File: config.mk
export PLATFORM = sky130hd
export DESIGN_NAME = xor_checked_frame_receiver_flat
export DESIGN_NICKNAME = d
export VERILOG_FILES = /design/src/rtl/xcfr_pkg.sv /design/src/rtl/xcfr_ifs.sv /design/src/rtl/xor_checked_frame_receiver.sv /design/src/rtl/xcfr_ram.sv /design/src/rtl/xcfr_front.sv /design/src/rtl/xcfr_back.sv /design/src/flat_wrapper.sv
export SDC_FILE = /design/constraint.sdc
export NUM_CORES = 1
export LEC_CHECK = 0
export ABC_AREA = 1
export BUFFER_PORTS_ARGS = -buffer_cell sky130_fd_sc_hd__buf_4
export CAP_MARGIN = 0
export CELL_PAD_IN_SITES_DETAIL_PLACEMENT = 2
export CELL_PAD_IN_SITES_GLOBAL_PLACEMENT = 2
export CORE_MARGIN = 3
export CORE_UTILIZATION = 44
export DETAILED_ROUTE_END_ITERATION = 10
export PLACE_DENSITY = 0.82
export SLEW_MARGIN = 10
export SYNTH_ARGS = -nofsm -noshare
export SYNTH_HDL_FRONTEND = slang
export SYNTH_HIERARCHICAL = 1
export SYNTH_SLANG_ARGS = --single-unit
File: constraint.sdc
create_clock -name clk -period 9.5 [get_ports clk]
set_input_delay 0.95 -clock clk [delete_from_list [all_inputs] [get_ports clk]]
set_output_delay 0.95 -clock clk [all_outputs]
set_load 0.05 [all_outputs]
File: src/rtl/xcfr_pkg.sv
// shared types, constants and codes of the xor-checked frame receiver
package xcfr_pkg;

  // byte store geometry
  localparam int CAPACITY = 32;
  localparam int IDX_W    = (CAPACITY > 1) ? $clog2(CAPACITY) : 1;
  localparam int LEN_W    = $clog2(CAPACITY + 1);
  localparam int SUM_W    = IDX_W + 1;

  // command queue between front and back
  localparam int QDEPTH = 2;
  localparam int QPTR_W = (QDEPTH > 1) ? $clog2(QDEPTH) : 1;
  localparam int QCNT_W = $clog2(QDEPTH + 1);

  // fixed field widths
  localparam int CMD_W   = 2;
  localparam int BYTE_W  = 8;
  localparam int STAT_W  = 3;
  localparam int COUNT_W = 6;
  localparam int CFG_W   = 1;

  // configuration register indexes
  localparam logic [CFG_W-1:0] REG_END_MARKER    = 1'b0;
  localparam logic [CFG_W-1:0] REG_TIMEOUT_LIMIT = 1'b1;

  // configuration reset values
  localparam logic [BYTE_W-1:0] END_MARKER_RST    = 8'hFF;
  localparam logic [BYTE_W-1:0] TIMEOUT_LIMIT_RST = 8'd10;
  localparam logic [BYTE_W-1:0] TICK_MAX          = 8'hFF;

  // command codes, echoed as result kind
  localparam logic [CMD_W-1:0] CMD_BYTE  = 2'd0;
  localparam logic [CMD_W-1:0] CMD_TICK  = 2'd1;
  localparam logic [CMD_W-1:0] CMD_DRAIN = 2'd2;
  localparam logic [CMD_W-1:0] CMD_NONE  = 2'd3;

  // frame status codes
  localparam logic [STAT_W-1:0] STAT_STORED   = 3'd0;
  localparam logic [STAT_W-1:0] STAT_ACCEPTED = 3'd1;
  localparam logic [STAT_W-1:0] STAT_BAD_SUM  = 3'd2;
  localparam logic [STAT_W-1:0] STAT_DROPPED  = 3'd3;
  localparam logic [STAT_W-1:0] STAT_EMPTY    = 3'd4;

  // classified operation
  typedef enum logic [1:0] {
    OP_BYTE   = 2'd0,
    OP_MARKER = 2'd1,
    OP_TICK   = 2'd2,
    OP_DRAIN  = 2'd3
  } op_t;

  // head of the command queue as seen by the back end
  typedef struct packed {
    logic              valid;
    op_t               op;
    logic [BYTE_W-1:0] data;
  } q_head_t;

  // one queued item
  typedef struct packed {
    op_t               op;
    logic [BYTE_W-1:0] data;
  } q_item_t;

  // one result item
  typedef struct packed {
    logic [CMD_W-1:0]   kind;
    logic [STAT_W-1:0]  frame_status;
    logic               timed_out;
    logic               has_data;
    logic [BYTE_W-1:0]  data_byte;
    logic               last;
    logic [COUNT_W-1:0] committed_count;
    logic               ready_res;
  } res_t;

endpackage

File: src/rtl/xcfr_ifs.sv
// valid/ready channel interfaces for commands and results

interface xcfr_in_if;
  import xcfr_pkg::*;

  logic              valid;
  logic              ready;
  logic [CMD_W-1:0]  cmd;
  logic [BYTE_W-1:0] rx_byte;

  modport source (output valid, output cmd, output rx_byte, input ready);
  modport sink (input valid, input cmd, input rx_byte, output ready);
endinterface

interface xcfr_out_if;
  import xcfr_pkg::*;

  logic               valid;
  logic               ready;
  logic [CMD_W-1:0]   kind;
  logic [STAT_W-1:0]  frame_status;
  logic               timed_out;
  logic               has_data;
  logic [BYTE_W-1:0]  data_byte;
  logic               last;
  logic [COUNT_W-1:0] committed_count;
  logic               ready_res;

  modport source (output valid, output kind, output frame_status, output timed_out,
                  output has_data, output data_byte, output last,
                  output committed_count, output ready_res, input ready);
  modport sink (input valid, input kind, input frame_status, input timed_out,
                input has_data, input data_byte, input last,
                input committed_count, input ready_res, output ready);
endinterface

File: src/rtl/xor_checked_frame_receiver.sv
// top level: configuration registers, command front end and execution back end
// a byte or tick command is queued, then its result is loaded into the output register
// throughput: one byte or tick command per cycle while the result side keeps up and no drain runs
// a drain of n committed bytes gives n results (one store read each)
// reset: control state, queue and counters clear; end marker 255, timeout limit 10
// reset: byte store contents stay undefined, no clearing pass is needed
module xor_checked_frame_receiver (
  input  logic                          clk,
  input  logic                          rst,
  input  logic                          cfg_we,
  input  logic [xcfr_pkg::CFG_W-1:0]    cfg_index,
  input  logic [xcfr_pkg::BYTE_W-1:0]   cfg_data,
  xcfr_in_if.sink                       rx,
  xcfr_out_if.source                    res
);
  import xcfr_pkg::*;

  logic [BYTE_W-1:0] end_marker;
  logic [BYTE_W-1:0] timeout_limit;
  q_head_t           q;
  logic              pop;

  // configuration registers
  always_ff @(posedge clk) begin
    if (rst) begin
      end_marker    <= END_MARKER_RST;
      timeout_limit <= TIMEOUT_LIMIT_RST;
    end else if (cfg_we) begin
      unique case (cfg_index)
        REG_END_MARKER:    end_marker    <= cfg_data;
        REG_TIMEOUT_LIMIT: timeout_limit <= cfg_data;
        default:           end_marker    <= end_marker;
      endcase
    end
  end

  // command classification and queue
  xcfr_front u_front (
    .clk        (clk),
    .rst        (rst),
    .end_marker (end_marker),
    .rx         (rx),
    .q          (q),
    .pop        (pop)
  );

  // command execution and results
  xcfr_back u_back (
    .clk           (clk),
    .rst           (rst),
    .timeout_limit (timeout_limit),
    .q             (q),
    .pop           (pop),
    .res           (res)
  );

endmodule

File: src/rtl/xcfr_ram.sv
// generic single-write, single-read ram with registered read data
module xcfr_ram #(
  parameter int WIDTH = 8,
  parameter int DEPTH = 32
) (
  input  logic                                     clk,
  input  logic                                     we,
  input  logic [((DEPTH > 1) ? $clog2(DEPTH) : 1)-1:0] waddr,
  input  logic [WIDTH-1:0]                         wdata,
  input  logic                                     re,
  input  logic [((DEPTH > 1) ? $clog2(DEPTH) : 1)-1:0] raddr,
  output logic [WIDTH-1:0]                         rdata
);

  logic [WIDTH-1:0] mem [DEPTH];

  // write port
  always_ff @(posedge clk) begin
    if (we) begin
      mem[waddr] <= wdata;
    end
  end

  // read port, data holds while re is low
  always_ff @(posedge clk) begin
    if (re) begin
      rdata <= mem[raddr];
    end
  end

endmodule

File: src/rtl/xcfr_front.sv
// front end: accepts commands, classifies them and queues them for the back end
module xcfr_front (
  input  logic                          clk,
  input  logic                          rst,
  input  logic [xcfr_pkg::BYTE_W-1:0]   end_marker,
  xcfr_in_if.sink                       rx,
  output xcfr_pkg::q_head_t             q,
  input  logic                          pop
);
  import xcfr_pkg::*;

  q_item_t             entries [QDEPTH];
  logic [QPTR_W-1:0]   wr_ptr;
  logic [QPTR_W-1:0]   rd_ptr;
  logic [QCNT_W-1:0]   count;
  logic                push;
  logic                take;
  q_item_t             item;

  // accept whenever there is room; unused command is taken and discarded
  assign rx.ready = (count != QCNT_W'(QDEPTH));
  assign take     = rx.valid && rx.ready;
  assign push     = take && (rx.cmd != CMD_NONE);

  // classify the command, marker test against the current end marker
  always_comb begin
    item.data = rx.rx_byte;
    unique case (rx.cmd)
      CMD_BYTE:  item.op = (rx.rx_byte == end_marker) ? OP_MARKER : OP_BYTE;
      CMD_TICK:  item.op = OP_TICK;
      CMD_DRAIN: item.op = OP_DRAIN;
      default:   item.op = OP_TICK;
    endcase
  end

  // queue storage
  always_ff @(posedge clk) begin
    if (push) begin
      entries[wr_ptr] <= item;
    end
  end

  // queue pointers and fill count
  always_ff @(posedge clk) begin
    if (rst) begin
      wr_ptr <= '0;
      rd_ptr <= '0;
      count  <= '0;
    end else begin
      if (push) begin
        wr_ptr <= (wr_ptr == QPTR_W'(QDEPTH - 1)) ? '0 : wr_ptr + 1'b1;
      end
      if (pop) begin
        rd_ptr <= (rd_ptr == QPTR_W'(QDEPTH - 1)) ? '0 : rd_ptr + 1'b1;
      end
      unique case ({push, pop})
        2'b10:   count <= count + 1'b1;
        2'b01:   count <= count - 1'b1;
        default: count <= count;
      endcase
    end
  end

  // head of queue to the back end
  assign q.valid = (count != '0);
  assign q.op    = entries[rd_ptr].op;
  assign q.data  = entries[rd_ptr].data;

endmodule

File: src/rtl/xcfr_back.sv
// back end: frame assembly, checksum test, tick counter and drain sequencing
module xcfr_back (
  input  logic                          clk,
  input  logic                          rst,
  input  logic [xcfr_pkg::BYTE_W-1:0]   timeout_limit,
  input  xcfr_pkg::q_head_t             q,
  output logic                          pop,
  xcfr_out_if.source                    res
);
  import xcfr_pkg::*;

  typedef enum logic [1:0] {
    ST_IDLE  = 2'b01,
    ST_DRAIN = 2'b10
  } state_t;

  state_t             state, state_next;
  logic [IDX_W-1:0]   head, head_next, head_inc;
  logic [LEN_W-1:0]   committed_len, committed_len_next;
  logic [LEN_W-1:0]   pending_len, pending_len_next;
  logic [BYTE_W-1:0]  pending_xor, pending_xor_next;
  logic [BYTE_W-1:0]  tick_count, tick_count_next;
  logic [LEN_W-1:0]   fill;
  logic               store_full;
  logic [SUM_W-1:0]   wr_sum;
  logic               can_load;
  logic               load;
  res_t               res_next;
  logic               ram_we;
  logic [IDX_W-1:0]   ram_waddr;
  logic               ram_re;
  logic [IDX_W-1:0]   ram_raddr;
  logic [BYTE_W-1:0]  ram_rdata;

  // byte store: circular, committed bytes start at head, pending follow
  xcfr_ram #(
    .WIDTH (BYTE_W),
    .DEPTH (CAPACITY)
  ) u_store (
    .clk   (clk),
    .we    (ram_we),
    .waddr (ram_waddr),
    .wdata (q.data),
    .re    (ram_re),
    .raddr (ram_raddr),
    .rdata (ram_rdata)
  );

  // store occupancy and write slot
  assign fill       = committed_len + pending_len;
  assign store_full = (fill >= LEN_W'(CAPACITY));
  assign wr_sum     = SUM_W'(head) + SUM_W'(fill);
  assign ram_waddr  = (wr_sum >= SUM_W'(CAPACITY)) ? IDX_W'(wr_sum - SUM_W'(CAPACITY))
                                                   : IDX_W'(wr_sum);
  assign head_inc   = (head == IDX_W'(CAPACITY - 1)) ? '0 : head + 1'b1;

  // output register can take a new result
  assign can_load = !res.valid || res.ready;

  // command execution
  always_comb begin
    state_next         = state;
    head_next          = head;
    committed_len_next = committed_len;
    pending_len_next   = pending_len;
    pending_xor_next   = pending_xor;
    tick_count_next    = tick_count;
    pop                = 1'b0;
    load               = 1'b0;
    ram_we             = 1'b0;
    ram_re             = 1'b0;
    ram_raddr          = head;

    res_next.kind            = CMD_BYTE;
    res_next.frame_status    = STAT_STORED;
    res_next.timed_out       = 1'b0;
    res_next.has_data        = 1'b0;
    res_next.data_byte       = '0;
    res_next.last            = 1'b1;
    res_next.committed_count = COUNT_W'(committed_len);
    res_next.ready_res       = (committed_len != '0);

    unique case (state)
      ST_IDLE: begin
        if (q.valid && can_load) begin
          pop  = 1'b1;
          load = 1'b1;
          unique case (q.op)
            OP_BYTE: begin
              if (!store_full) begin
                ram_we           = 1'b1;
                pending_len_next = pending_len + 1'b1;
                pending_xor_next = pending_xor ^ q.data;
              end else begin
                res_next.frame_status = STAT_DROPPED;
              end
            end
            OP_MARKER: begin
              if (pending_len == '0) begin
                res_next.frame_status = STAT_EMPTY;
              end else if (pending_xor == '0) begin
                committed_len_next    = committed_len + pending_len - 1'b1;
                tick_count_next       = '0;
                res_next.frame_status = STAT_ACCEPTED;
              end else begin
                res_next.frame_status = STAT_BAD_SUM;
              end
              pending_len_next = '0;
              pending_xor_next = '0;
            end
            OP_TICK: begin
              if (tick_count != TICK_MAX) begin
                tick_count_next = tick_count + 1'b1;
              end
              res_next.kind      = CMD_TICK;
              res_next.timed_out = (tick_count_next > timeout_limit);
            end
            OP_DRAIN: begin
              res_next.kind = CMD_DRAIN;
              if (committed_len != '0) begin
                // first byte read now, results follow from the drain state
                load       = 1'b0;
                ram_re     = 1'b1;
                state_next = ST_DRAIN;
              end
            end
            default: begin
              load = 1'b0;
            end
          endcase
        end
      end
      ST_DRAIN: begin
        res_next.kind      = CMD_DRAIN;
        res_next.has_data  = 1'b1;
        res_next.data_byte = ram_rdata;
        res_next.last      = (committed_len == LEN_W'(1));
        if (can_load) begin
          load               = 1'b1;
          head_next          = head_inc;
          committed_len_next = committed_len - 1'b1;
          if (committed_len == LEN_W'(1)) begin
            state_next = ST_IDLE;
          end else begin
            ram_re    = 1'b1;
            ram_raddr = head_inc;
          end
        end
      end
      default: begin
        state_next = ST_IDLE;
      end
    endcase
  end

  // control state
  always_ff @(posedge clk) begin
    if (rst) begin
      state         <= ST_IDLE;
      head          <= '0;
      committed_len <= '0;
      pending_len   <= '0;
      pending_xor   <= '0;
      tick_count    <= '0;
      res.valid     <= 1'b0;
    end else begin
      state         <= state_next;
      head          <= head_next;
      committed_len <= committed_len_next;
      pending_len   <= pending_len_next;
      pending_xor   <= pending_xor_next;
      tick_count    <= tick_count_next;
      if (load) begin
        res.valid <= 1'b1;
      end else if (res.ready) begin
        res.valid <= 1'b0;
      end
    end
  end

  // result payload register
  always_ff @(posedge clk) begin
    if (load) begin
      res.kind            <= res_next.kind;
      res.frame_status    <= res_next.frame_status;
      res.timed_out       <= res_next.timed_out;
      res.has_data        <= res_next.has_data;
      res.data_byte       <= res_next.data_byte;
      res.last            <= res_next.last;
      res.committed_count <= res_next.committed_count;
      res.ready_res       <= res_next.ready_res;
    end
  end

  // store never overfills
  assert property (@(posedge clk) disable iff (rst)
    fill <= LEN_W'(CAPACITY))
    else $error("byte store overfilled");

  // drain sequencing only runs with committed bytes left
  assert property (@(posedge clk) disable iff (rst)
    state == ST_DRAIN |-> committed_len != '0)
    else $error("drain state with no committed bytes");

  // empty pending frame carries no checksum residue
  assert property (@(posedge clk) disable iff (rst)
    pending_len == '0 |-> pending_xor == '0)
    else $error("pending checksum without pending bytes");

  // data-bearing results are drain results with bytes held
  assert property (@(posedge clk) disable iff (rst)
    res.valid && res.has_data |-> res.kind == CMD_DRAIN && res.ready_res)
    else $error("data byte on a non-drain result");

  // no byte is stored while a drain walks the store
  assert property (@(posedge clk) disable iff (rst)
    ram_we |-> state == ST_IDLE && !ram_re)
    else $error("store write during drain");

endmodule

File: src/flat_wrapper.sv
// flat-port wrapper written by rule: the top's interface ports become plain ports
module xor_checked_frame_receiver_flat import xcfr_pkg::*;
  (clk, rst, cfg_we, cfg_index, cfg_data, rx_valid, rx_cmd, rx_rx_byte, rx_ready, res_valid, res_kind, res_frame_status, res_timed_out, res_has_data, res_data_byte, res_last, res_committed_count, res_ready_res, res_ready);
  xcfr_in_if rx_i ();
  xcfr_out_if res_i ();
  input  logic clk;
  input  logic rst;
  input  logic cfg_we;
  input  logic [xcfr_pkg::CFG_W-1:0] cfg_index;
  input  logic [xcfr_pkg::BYTE_W-1:0] cfg_data;
  input wire logic [$bits(rx_i.valid)-1:0] rx_valid;
  input wire logic [$bits(rx_i.cmd)-1:0] rx_cmd;
  input wire logic [$bits(rx_i.rx_byte)-1:0] rx_rx_byte;
  output wire logic [$bits(rx_i.ready)-1:0] rx_ready;
  output wire logic [$bits(res_i.valid)-1:0] res_valid;
  output wire logic [$bits(res_i.kind)-1:0] res_kind;
  output wire logic [$bits(res_i.frame_status)-1:0] res_frame_status;
  output wire logic [$bits(res_i.timed_out)-1:0] res_timed_out;
  output wire logic [$bits(res_i.has_data)-1:0] res_has_data;
  output wire logic [$bits(res_i.data_byte)-1:0] res_data_byte;
  output wire logic [$bits(res_i.last)-1:0] res_last;
  output wire logic [$bits(res_i.committed_count)-1:0] res_committed_count;
  output wire logic [$bits(res_i.ready_res)-1:0] res_ready_res;
  input wire logic [$bits(res_i.ready)-1:0] res_ready;
  assign rx_i.valid = rx_valid;
  assign rx_i.cmd = rx_cmd;
  assign rx_i.rx_byte = rx_rx_byte;
  assign rx_ready = rx_i.ready;
  assign res_valid = res_i.valid;
  assign res_kind = res_i.kind;
  assign res_frame_status = res_i.frame_status;
  assign res_timed_out = res_i.timed_out;
  assign res_has_data = res_i.has_data;
  assign res_data_byte = res_i.data_byte;
  assign res_last = res_i.last;
  assign res_committed_count = res_i.committed_count;
  assign res_ready_res = res_i.ready_res;
  assign res_i.ready = res_ready;
  xor_checked_frame_receiver u_core (.clk(clk), .rst(rst), .cfg_we(cfg_we), .cfg_index(cfg_index), .cfg_data(cfg_data), .rx(rx_i), .res(res_i));
endmodule
==> metrics.txt, run 1 <==
leakage power=about 7 nW; Area growth syn-to-layout=10.57%; Min Hold Slack=about 0.47 ns; initial core utilization=between 40 and 50%; period utilisation layout=about 62%; Detailed Place HPWL=roughly 34000 um; CP Max Fanout=between 70 and 80; detail-routed via count per cell=~5.7; Peak supply drop=0.1373 mV; Worst EP required=just under 10 ns; Mapped Cells=around 1.6k; Die Ht=~200 um; post-synth top area share=56.10%; first-pass GRT wire length=81520 um; First DRT Iteration DRCs=a little under 700; standard-cell row count=70; RSZ-0062 raised after global routing=false; clock root cell=clkbuf_16; vias=~12k; gr usage total=between 20% and 30%; Fillers=approximately 3.8k; post-CTS setup buffer count=0; RR Endpoint=u_core/u_back/u_store/rdata[1]; sequential share of the synthesized area=a little over three fifths; Setup TNS Final=0 ns; largest net degree at the start of global routing=78; status=completed; most frequent cells after synthesis=nand2_1 (535), edfxtp_1 (307), nand3_1 (276), inv_1 (105), nor2_1 (92); WP data arrival=a little over 6 ns; worst-case reg-to-reg path depth=19; die area=just under 40000 sq um; CTS tree=done; Worst Hold Class=flip-flop to flip-flop; number of diodes=0; top-count cell post-synth=nand2_1; DIE WIDTH=199.3 um; nets=between 1.5k and 2k; crit path launch type=flip-flop; min cycle time layout=5.857 ns; synth top area cells=edfxtp_1 (56%), nand2_1 (12%), nand3_1 (8.4%), dfxtp_1 (6.9%), inv_1 (2.4%); CTS sink cnt=around 360; Final Max Slew Viols=0; FF/Latch Area=around 10000 sq um; initial antenna violation count=0; Crit. Startpoint=u_core/u_back/state[0]; # IOs=49; Synth cell types=43; most used flip-flop cell after synthesis=edfxtp_1; # resized after CTS=0; routed len/inst=around 24 um; DRC viols=0; Max Buffers Root-to-Sink=3; core area=roughly 37000 sq um; detailed-router iteration count before antenna repair=4; Yosys reg bits=about 360; total grt overflow=0; crit path capture=u_core/u_back/u_store/rdata[1]; Setup-failing EPs final=0; R2R Setup Slk=3.64 ns; worst setup path category=flip-flop to flip-flop; Final ANT Viol Nets=0; worst skew pair latency=slightly below 0.6 ns; CP Capture Type=flip-flop; Warnings, synthesis=6; vias in the first global route=13.61k; Worst R2R Start=u_core/u_back/state[0]; Syn Area/Cell=10.11 sq um; clk slew on worst S/H paths=about 0.060 ns; Post-synth EDFFs=~300; placer congestion estimate=roughly 0.8; Final Hold Fails=0; DRT Wirelength=between 50000 and 60000 um; area of the multi-input gates=5199 sq um; Least-Margin Pin Slew=around 1.2 ns; maxcap violations=0; hold_buf cts=0; H-tree depth=2; PwrDens=about 280 nW/um^2; IO buf count=48; Yosys top cell by area=edfxtp_1; Cell Area, Synth=16430 sq um; clock skew=roughly 0.027 ns; TritonCTS buffer count=about 40; Fmax=0.1707 GHz; syn_nets=about 1.7k; worst rel slew slack=between 10% and 20%; asr flop ratio synth=0%; layout cells sized above 1=9.193%
-- metrics by stage --
stage	power (W)	instances	area, sq um	setup slack, ns	util (%)
after floorplan	0.003096	1626	16430	6.274	-
after CTS	0.005067	2154	18170	3.670	49.51
after global placement	0.003484	2085	16980	4.123	46.27
final	0.005018	2154	18170	3.643	49.51
after detailed placement	0.003587	2085	16980	3.825	46.27
after global routing	0.005292	2154	18170	3.158	49.51
-- power by group --
| part | switching (W) | internal [W] |
|---|---|---|
| Sequential | 0.0000775 | 0.00197 |
| Clock | 0.000633 | 0.000822 |
| Combinational | 0.00114 | 0.000374 |
-- final cells by class --
| cell class | count | share of cell area (%) |
|---|---|---|
| Tap cell | 468 | 3.223 |
| Sequential cell | 364 | 57.02 |
| Inverter | 110 | 2.279 |
| Multi-Input combinational cell | 1087 | 28.61 |
| Clock buffer | 56 | 6.177 |
| Clock inverter | 13 | 0.3787 |
| Timing Repair Buffer | 56 | 2.314 |
-- state kept, by name (all words and copies together) (netlist names), 3 cells and up, named ones only --
signal                             count
u_core/end_marker                      8
u_core/timeout_limit                   8
u_core/u_back/committed_len            6
u_core/u_back/head                     5
u_core/u_back/pending_len              6
u_core/u_back/pending_xor              8
u_core/u_back/res.committed_count      6
u_core/u_back/res.data_byte            8
u_core/u_back/res.frame_status         3
u_core/u_back/tick_count               8
u_core/u_back/u_store/mem            256
u_core/u_back/u_store/rdata            8
u_core/u_front/entries                20
-- cell families (layout without fill, tap and decap cells) --
| kind of cell | Yosys count | in the layout | synth area share (%) |
|---|---|---|---|
| buffers and inverters | 175 | 235 | 5.490 |
| AOI/OAI and AO/OA | 85 | 85 | 2.779 |
| adders and majority gates | 32 | 32 | 2.528 |
| DFF | 364 | 364 | 63.04 |
| and+or+nand+nor | 943 | 943 | 24.56 |
| xor gates and xnor gates | 16 | 16 | 0.8527 |
| muxes | 11 | 11 | 0.7462 |
-- worst min-delay path by stage --
stage	startpoint	depth (start not counted)	slack (ns)	endpoint
4_1_cts	u_core/u_back/pending_xor[3]	2	0.47	u_core/u_back/pending_xor[3]
5_1_grt	u_core/timeout_limit[1]	2	0.49	u_core/timeout_limit[1]
6_report	u_core/u_back/pending_xor[3]	2	0.47	u_core/u_back/pending_xor[3]
2_1_floorplan	u_core/timeout_limit[1]	2	0.43	u_core/timeout_limit[1]
3_5_place_dp	u_core/u_back/pending_xor[3]	2	0.46	u_core/u_back/pending_xor[3]
3_3_place_gp	u_core/u_back/pending_xor[7]	2	0.45	u_core/u_back/pending_xor[7]
-- critical path: stages, from the launching register on --
cell and delay, ns:
dfxtp_1 0.32, inv_1 0.06, ha_1 0.66, inv_1 0.33, nor2_1 0.30, inv_1 0.20
nor2_1 0.19, nand2_1 0.14, o22ai_4 0.16, buf_4 0.63, clkinv_2 0.90, buf_4 0.68
nand2_1 0.17, nand3_1 0.09, nand3_1 0.17, nand2_1 0.11, nand2_1 0.15, nand2_1 0.08
nand2_1 0.08, nand2_1 0.07
-- cells in the final DEF (no fill, tap or decap), types with 2 or more instances in the layout --
master     instances
inv_6              2
clkinv_1           6
xnor2_1           11
nand2_2            5
clkbuf_16         41
mux2_2            10
nor2_2             3
nor3_1             4
ha_1              30
inv_2              3
nand3_1          276
nand2_4            3
xor2_1             5
o22ai_4            2
clkbuf_8           4
dfxtp_1           57
clkinv_2           6
nand4_1            4
nand3_4            2
nor2_1            92
o21ai_0           11
a21oi_1           62
fa_1               2
edfxtp_1         307
a21oi_2            2
nand2_1          535
or2_2             10
o22ai_1            2
clkbuf_1          11
inv_1            105
and2_1             2
buf_4             56
nand3b_1           2
-- per-layer routing --
| layer | track usage, % | vias to the layer above | wire, um |
|---|---|---|---|
| met1 | 32.59 | 6275 | 21120 |
| met3 | 4.603 | 118 | 2129 |
| met2 | 48.79 | 272 | 27250 |
| met5 | 0 | - | 0 |
| met4 | 11.01 | 0 | 2210 |
| li1 | - | 5554 | - |
Note: power is estimated with default switching activity, not from simulation.
==> inputs of run 2 (changes only) <==
CORE_UTILIZATION = 37   (was 44)
PLACE_DENSITY = 0.74   (was 0.82)
clock period = 5.2 ns   (was 9.5 ns; I/O delays follow)
==> metrics.txt, run 2 (synthesis gave the netlist of run 1 again) <==
status=completed; H-tree depth=2 (unchanged); detail-routed via count per cell=5.204 (-8.3%); TritonCTS buffer count=41 (unchanged); WP data arrival=4.49 ns (-1.70 ns); Die Ht=216.7 um (+8.8%); routed len/inst=21.62 um (-12%); WHS Path Cells=1 (-1); number of diodes=0 (unchanged); worst rel slew slack=22.72% (+3.8 points); worst-case reg-to-reg path depth=14 (-5); DRT Wirelength=49290 um (-6.5%); Worst R2R Start=u_core/u_back/committed_len[0]; Setup-failing EPs final=0 (unchanged); min cycle time layout=4.301 ns (-1.556 ns); hold_buf cts=0 (unchanged); initial core utilization=37.82% (-7.0 points); total grt overflow=0 (unchanged); largest net degree at the start of global routing=105 (+35%); Largest regs=u_core/u_back/u_store/mem x256, u_core/u_front/entries x20; CTS tree=done; Worst EP required=5.39 ns (-4.44 ns); PwrDens=509.1 nW/um^2 (+84%); Max Buffers Root-to-Sink=3 (unchanged); CP Max Fanout=8 (-90%); overall power=0.009428 W (+88%); Crit. Startpoint=u_core/u_back/committed_len[0]; leakage power=7.173 nW (+1.6%); die area=46980 sq um (+18%); Final ANT Viol Nets=0 (unchanged); CP Capture Type=flip-flop; worst skew pair latency=0.56 ns (-0.02 ns); nets=1723 (+0.41%); clock skew=0.01665 ns (-0.01009 ns); Peak supply drop=0.2719 mV (+98%); Least-Margin Pin Slew=1.158 ns (-0.05746 ns); most frequent cells in the layout=nand2_1 (535), edfxtp_1 (307), nand3_1 (276); worst setup path category=flip-flop to flip-flop; first-pass GRT wire length=76540 um (-6.1%); DRC viols=0 (unchanged); most flop-heavy register=u_core/u_back/u_store/mem; Setup TNS Final=0 ns (unchanged); gr usage total=21.24% (-6.0 points); Final Max Slew Viols=0 (unchanged); Detailed Place HPWL=31850 um (-6.9%); DIE WIDTH=216.7 um (+8.8%); post-CTS setup buffer count=0 (unchanged); # resized after CTS=0 (unchanged); crit path launch type=flip-flop; IO buf count=48 (unchanged); Final Hold Fails=0 (unchanged); First DRT Iteration DRCs=504 (-27%); R2R Setup Slk=0.90 ns (-2.74 ns); Area growth syn-to-layout=12.69%; RR Endpoint=u_core/u_back/u_store/mem[25][4]; CTS sink cnt=364 (unchanged); core area=43460 sq um (+18%); RSZ-0062 raised after global routing=false; maxcap violations=0 (unchanged); clock root cell=clkbuf_16; placer congestion estimate=0.8181 (+1.4%); # IOs=49 (unchanged); Worst Hold Class=input port to flip-flop; vias=11.87k (-2.9%); period utilisation layout=82.71% (+21 points); commonest non-fill, non-tap cell in the layout=nand2_1; crit path capture=u_core/u_back/u_store/mem[25][4]; vias in the first global route=13.08k (-3.9%); layout cells sized above 1=9.853% (+0.66 points); standard-cell row count=76 (+8.6%); detailed-router iteration count before antenna repair=4 (unchanged); Fmax=0.2325 GHz (+36%); clk slew on worst S/H paths=0.05 ns (about the same); number of flip-flops under the largest register name=256 (unchanged); initial antenna violation count=1 (+1)
==> run 2: worst min-delay path by stage <==
stage / startpoint / endpoint / slack (ns)
global route: rx_rx_byte[6] / u_core/u_front/entries[1][6] / 0.14
CTS: rx_rx_byte[6] / u_core/u_front/entries[1][6] / 0.13
detailed placement: u_core/u_back/pending_xor[2] / u_core/u_back/pending_xor[2] / 0.46
global placement: u_core/u_back/pending_xor[7] / u_core/u_back/pending_xor[7] / 0.45
floorplan: u_core/timeout_limit[1] / u_core/timeout_limit[1] / 0.43
finish: rx_rx_byte[6] / u_core/u_front/entries[0][6] / 0.17
==> run 2: metrics by stage <==
stage | hold WS [ns] | std cells | util, % | setup WS [ns] | instance area (sq um)
finish | 0.1695 | 2280 | 42.61 | 0.8993 | 18520
CTS | 0.1288 | 2280 | 42.61 | 0.8207 | 18520
floorplan | 0.4289 | 1626 | - | 1.974 | 16430
global route | 0.1384 | 2280 | 42.61 | 0.5678 | 18520
global placement | 0.4491 | 2209 | 39.56 | 1.150 | 17190
detailed placement | 0.4600 | 2209 | 39.56 | 0.9354 | 17190
==> run 2: layout make-up <==
cell class                      count  area [sq um]
Multi-Input combinational cell   1087          5199
Sequential cell                   364         10360
Inverter                          110         414.1
Clock inverter                     13         166.4
Timing Repair Buffer               63         485.5
Fill cell                        4687         24940
Tap cell                          585         732.0
Clock buffer                       58          1162
==> run 2: metal layers <==
| layer | wire, um | vias to the layer above | track usage [%] |
|---|---|---|---|
| met5 | 0 | - | 0 |
| met4 | 1239 | 0 | 6.106 |
| met3 | 1666 | 70 | 3.281 |
| met2 | 25150 | 167 | 37.78 |
| met1 | 21240 | 6057 | 26.89 |
| li1 | - | 5572 | - |
==> run 2: worst max-delay path, stage by stage (launching register included) <==
cell and delay, ns:
dfxtp_1 0.45, ha_1 0.24, inv_1 0.07, fa_1 0.38, inv_1 0.10, nand2_1 0.07
nand2_1 0.11, inv_1 0.06, ha_1 0.34, nand2_1 0.08, o21ai_0 0.24, xor2_1 0.20
xor2_1 0.60, nand3_1 0.36, nor2_1 0.65
==> run 2: report_power, final <==
part           switching (W)  internal, W  total (W)
sequential          0.000124      0.00360    0.00372
combinational        0.00209     0.000711    0.00280
clock                0.00116      0.00175    0.00291
total                0.00337      0.00606    0.00943
